**config.mk**
```make
export PLATFORM = sky130hd
export DESIGN_NAME = gtht_ctrl
export DESIGN_NICKNAME = d
export VERILOG_FILES = /design/src/rtl/gtht_pkg.sv /design/src/rtl/gtht_ctrl.sv
export SDC_FILE = /design/constraint.sdc
export NUM_CORES = 1
export LEC_CHECK = 0
export ABC_AREA = 1
export BUFFER_PORTS_ARGS = -buffer_cell sky130_fd_sc_hd__buf_2
export CAP_MARGIN = 20
export CORE_AREA = 3 3 40 42
export CTS_BUF_LIST = sky130_fd_sc_hd__clkbuf_8 sky130_fd_sc_hd__clkbuf_16
export DETAILED_ROUTE_END_ITERATION = 6
export DIE_AREA = 0 0 43 45
export GPL_TIMING_DRIVEN = 0
export PLACE_DENSITY = 0.43
export SLEW_MARGIN = 10
export SYNTH_ARGS = -nofsm -noshare
export SYNTH_HDL_FRONTEND = slang
export SYNTH_SLANG_ARGS = --single-unit
```
**constraint.sdc**
```tcl
create_clock -name clk -period 1.2 [get_ports clk]
set_input_delay 0.12 -clock clk [delete_from_list [all_inputs] [get_ports clk]]
set_output_delay 0.12 -clock clk [all_outputs]
set_load 0.02 [all_outputs]
```
**src/rtl/gtht_pkg.sv**
```systemverilog
// Shared types and constants for the generation-tagged handle table.
// Used by gtht_ctrl, gtht_dp and generation_tagged_handle_table_top.
package gtht_pkg;

	localparam int SLOTS      = 128;
	localparam int GEN_BITS   = 16;
	localparam int COUNT_BITS = 16;

	localparam int SLOT_W = (SLOTS > 1) ? $clog2(SLOTS) : 1;
	localparam int WALK_W = $clog2(SLOTS + 1);

	// Handle layout: generation in [31:16], slot + 1 in [15:8], zero low byte
	localparam int HANDLE_W = 32;
	localparam int HGEN_W   = 16;
	localparam int ENC_W    = 8;
	localparam int LOW_W    = 8;

	// Result field widths
	localparam int CMD_W    = 3;
	localparam int STATUS_W = 2;
	localparam int SIDX_W   = 7;
	localparam int CNT_W    = 16;

	localparam int S_TUSER_W = CMD_W;
	localparam int S_TDATA_W = HANDLE_W;
	localparam int M_TUSER_W = STATUS_W;
	localparam int M_FLD_W   = HANDLE_W + SIDX_W + CNT_W;
	localparam int M_TDATA_W = ((M_FLD_W + 7) / 8) * 8;

	// Two-level search tree over the slot flags
	localparam int GRP    = 8;
	localparam int GRP_IW = $clog2(GRP);
	localparam int NGRP   = (SLOTS + GRP - 1) / GRP;
	localparam int GIDX_W = (NGRP > 1) ? $clog2(NGRP) : 1;

	typedef enum logic [CMD_W-1:0] {
		CMD_CREATE    = 3'd0,
		CMD_DELETE    = 3'd1,
		CMD_CHECK     = 3'd2,
		CMD_NOTIFY    = 3'd3,
		CMD_DRAIN     = 3'd4,
		CMD_RESET_ALL = 3'd5
	} cmd_e_t;

	typedef enum logic [STATUS_W-1:0] {
		ST_OK      = 2'd0,
		ST_INVALID = 2'd1,
		ST_FULL    = 2'd2,
		ST_NONE    = 2'd3
	} status_e_t;

	// Controller to datapath
	typedef struct packed {
		logic accept;
		logic pick;
		logic walk_start;
		logic walk_en;
		logic exec;
	} ctl_cmd_t;

	// Datapath to controller
	typedef struct packed {
		logic walk_done;
		logic out_free;
	} ctl_stat_t;

endpackage

```
**src/rtl/gtht_ctrl.sv**
```systemverilog
// Sequencing state machine of the handle table.
// Depends on gtht_pkg; drives gtht_dp through ctl_cmd_t.
module gtht_ctrl (
	input  logic                          clk,
	input  logic                          arst_n,
	input  logic                          in_valid,
	input  logic [gtht_pkg::CMD_W-1:0]    in_cmd,
	output logic                          in_ready,
	input  gtht_pkg::ctl_stat_t           stat,
	output gtht_pkg::ctl_cmd_t            ctl
);
	import gtht_pkg::*;

	typedef enum logic [2:0] {
		S_IDLE,
		S_SRCH,
		S_PICK,
		S_RD,
		S_WALK,
		S_EXEC
	} state_t;

	state_t state_q;
	logic   accept;

	assign in_ready = (state_q == S_IDLE);
	assign accept   = in_ready && in_valid;

	always_ff @(posedge clk or negedge arst_n) begin
		if (!arst_n) begin
			state_q <= S_IDLE;
		end else begin
			case (state_q)
				S_IDLE: begin
					if (in_valid) begin
						case (cmd_e_t'(in_cmd))
							CMD_CREATE, CMD_DRAIN:               state_q <= S_SRCH;
							CMD_DELETE, CMD_CHECK, CMD_NOTIFY:   state_q <= S_RD;
							CMD_RESET_ALL:                       state_q <= S_WALK;
							default:                             state_q <= S_EXEC;
						endcase
					end
				end
				S_SRCH: state_q <= S_PICK;
				S_PICK: state_q <= S_RD;
				S_RD:   state_q <= S_EXEC;
				S_WALK: begin
					if (stat.walk_done) state_q <= S_EXEC;
				end
				S_EXEC: begin
					if (stat.out_free) state_q <= S_IDLE;
				end
				default: state_q <= S_IDLE;
			endcase
		end
	end

	always_comb begin
		ctl            = '0;
		ctl.accept     = accept;
		ctl.walk_start = accept && (cmd_e_t'(in_cmd) == CMD_RESET_ALL);
		ctl.pick       = (state_q == S_PICK);
		ctl.walk_en    = (state_q == S_WALK);
		ctl.exec       = (state_q == S_EXEC) && stat.out_free;
	end

endmodule

```
==> impl_results.md <==
- Iter 0 DRT Violations: 2
- Gr usage total: slightly above 10%
- Slew Limit Fails: 0
- Number of routed nets with antenna violations: 0
- # H-tree levels: 1
- CTS buffer count: 3
- Clock power frac: around 17%
- N_diodes: 0
- CP most frequent cell: buf_4
- Setup Viol. Count Final: 6
- GRT overflow: 0
- Clk_lat worst skew: about 210 ps
- Largest net degree at the start of global routing: 6
- Final cell count without fillers: 90
- Failing checks: setup timing
- Pleak: 0.3371 nW
- Arr. time, crit path: about 1200 ps
- Mapped Area: slightly below 300 um^2
- Die W: roughly 43 um
- Core area: between 1000 and 1500 um^2
- CTS sink count: 3
- Pint: 0.9610 mW
- Largest family of logic cells by synthesized area: simple AND/OR/NAND/NOR gates
- Multiplexer share of the synthesized area: 0%
- Worst hold path type: input pin to async pin
- Synth Area in Compound Gates: 8.936%
- Clock Skews: around 0.96 ps
- Tmin final: around 1300 ps
- Layout cell share with drive strength beyond 1: 56.00%
- Slew HR: 88.12%
- Nets@finish: 84
- WP data required: ~1100 ps
- Top reg by flops: state_q
- Syn nets: 55
- Switching Share: about two fifths
- Vias in the first global route: between 300 and 400
- Max incr delay on CP: 410 ps
- Regs by FF count: state_q x3
- Port bufs: 13
- Clk pin slew, worst setup/hold paths: ~30 ps
- Clock buffer depth: 2
- Xor-xnor portion of the synthesized cell area: 0%
- F_max: a little under 0.8 GHz
- First-pass GRT wire length: around 1.4 mm
- Core Rows: 13
- Via density: approximately 4
- CP max stage cell: dfrtp_2
- Synth Area in Simple Gates: approximately half
- Pwr/cell area: around 2800 nW/um^2
- Crit end category: output port
- Synth Area per Inst: 6.256 um^2
- Gpl congestion: between 0.7 and 0.8
- RSZ-0062 raised after global routing: true
- Status: finished, violations left
- Initial antenna violation count: 0
- Net Sw Power: approximately 0.67 mW
- Post-Place Cells: 75
- Routed wire per std cell: roughly 9.4 um
- Setup crit start kind: flop
- CTS tree: built
- Most frequent cells in the layout: buf_4, nand2_1, inv_1, buf_2
- # IOs: 14
- Detailed Routing Iterations Pass 1: 2
- Worst ir drop on vdd: 1.440 mV
- Tcrit/Tclk final: 107.6%
- Commonest non-fill, non-tap cell in the layout: buf_4
- Residual DRC count: 0
- Sequential-to-total area share from yosys stat: 25.53%
- Initial Util: 22.88%
- Die Ht: about 45 um
- Area Growth Syn to Fin: 100.0%
- Worst setup margin: -91.00 ps
- FF+latch count, synth: 3
- Ys Warns: 0
- Post-DP HPWL: between 500 and 600 um
- WHS: between 200 and 250 ps
- Max FFs per register: 3
- WP buf/inv: 3
- Combinational share of power: between 70% and 80%
- Distinct cell type count after synthesis: 17
- Part of the power in registers: roughly an eighth
- Final Hold Viols: 0
- Crit Path Category: flop to output port
- Via count: roughly 360
- Tightest Pin Transition: approximately 180 ps
- Cell count after synthesis: 47
- Maxcap violations: 0
- Root buf cell: clkbuf_8
- Post-synthesis adder-cell area fraction: 0%
- DIE AREA: between 1500 and 2000 um^2
- Ordered list of cells on the worst path: buf_4 > inv_1 > nand3_1 > nor2_1 > buf_4
- Family with the most delay on the worst path: flip-flops
- Fill cells: 139
- DRT Wirelength: 845 um
- CP max FO: 3
[repair_timing]
item,4_1_cts,5_1_grt
hold buffers,1,0
pin swaps,2,3
setup buffers,9,2
hold endpoints to repair,3,0
endpoints found under the setup margin,6,9
gates cloned,0,0
resized for setup,13,7
[kinds of logic (layout without fill, tap and decap cells)]
kind of cell	count (synthesis)	after routing
flip-flops	3	3
buffers and inverters	12	40
AO/OA/AOI/OAI	4	4
AND/OR/NAND/NOR	28	28
[worst reg2reg max path: stages, from the launching register on]
cell and delay, ps:
dfrtp_2 410, nor2_4 150, buf_6 140, buf_4 110
nand3_2 80, nand2_4 80, nor2_2 40, and2_4 130
[routing by layer]
layer	global-route usage [%]	share of wire (%)	vias to the layer above
met5	0	0	-
met4	7.229	0	0
met3	3.984	5.4	0
met2	17.66	56	9
met1	10.19	38	151
li1	-	-	199
[area by class of cell]
cell class	instances	area [um^2]	share of cell area (%)
clock buffer	3	41.29	7.021
clock inverter	1	3.754	0.6383
multi-input combinational	32	215.2	36.60
timing repair buffer	25	191.4	32.55
tap	15	18.77	3.191
inverter	11	41.29	7.021
sequential	3	76.32	12.98
[cell usage after synthesis]
library cell | count | area, um^2
nand2_1 | 11 | 41.29
a21oi_1 | 1 | 5.000
dfrtp_1 | 3 | 75.07
nand2_2 | 2 | 12.51
nor2_1 | 6 | 22.52
inv_1 | 10 | 37.54
nor2_2 | 2 | 12.51
nand3_2 | 2 | 20.02
nand4_1 | 1 | 6.260
nand3_1 | 1 | 5.000
inv_2 | 1 | 3.750
nor2_4 | 1 | 11.26
buf_4 | 1 | 7.510
and2_1 | 1 | 6.260
o21bai_2 | 1 | 11.26
o21ai_0 | 2 | 10.01
nor4_1 | 1 | 6.260
[power groups by stage]
stage	sequential (mW)	combinational, mW	clock [mW]
3_3_place_gp	0.225	0.635	0
4_1_cts	0.212	1.01	0.289
3_5_place_dp	0.225	0.631	0
2_1_floorplan	0.215	0.485	0
5_1_grt	0.214	1.26	0.302
6_report	0.207	1.15	0.278
[metrics by stage]
stage	power [mW]	util [%]	cell area [um^2]	TNS (ps)	setup slack [ps]
floorplan	0.6997	-	309.0	0	108.5
global placement	0.8606	30.57	392.9	-21.72	-21.72
detailed placement	0.8557	30.57	392.9	-31.20	-31.20
global route	1.777	45.76	588.1	-739.7	-146.9
finish	1.632	45.76	588.1	-276.8	-91.00
CTS	1.507	43.14	554.3	-251.6	-77.74
[final timing paths]
kind | start | endpoint | slack [ps] | cells past startpoint
min in group clk | stat[0] | state_q[2] | 240 | 4
min reg2reg | state_q[2] | state_q[2] | 770 | 4
max reg2reg | state_q[1] | state_q[1] | -40 | 7
max in group asynchronous | arst_n | state_q[1] | 850 | 2
min | arst_n | state_q[2] | 230 | 2
max | state_q[1] | ctl[0] | -90 | 5
No activity file was read; power rests on OpenSTA's default activity.
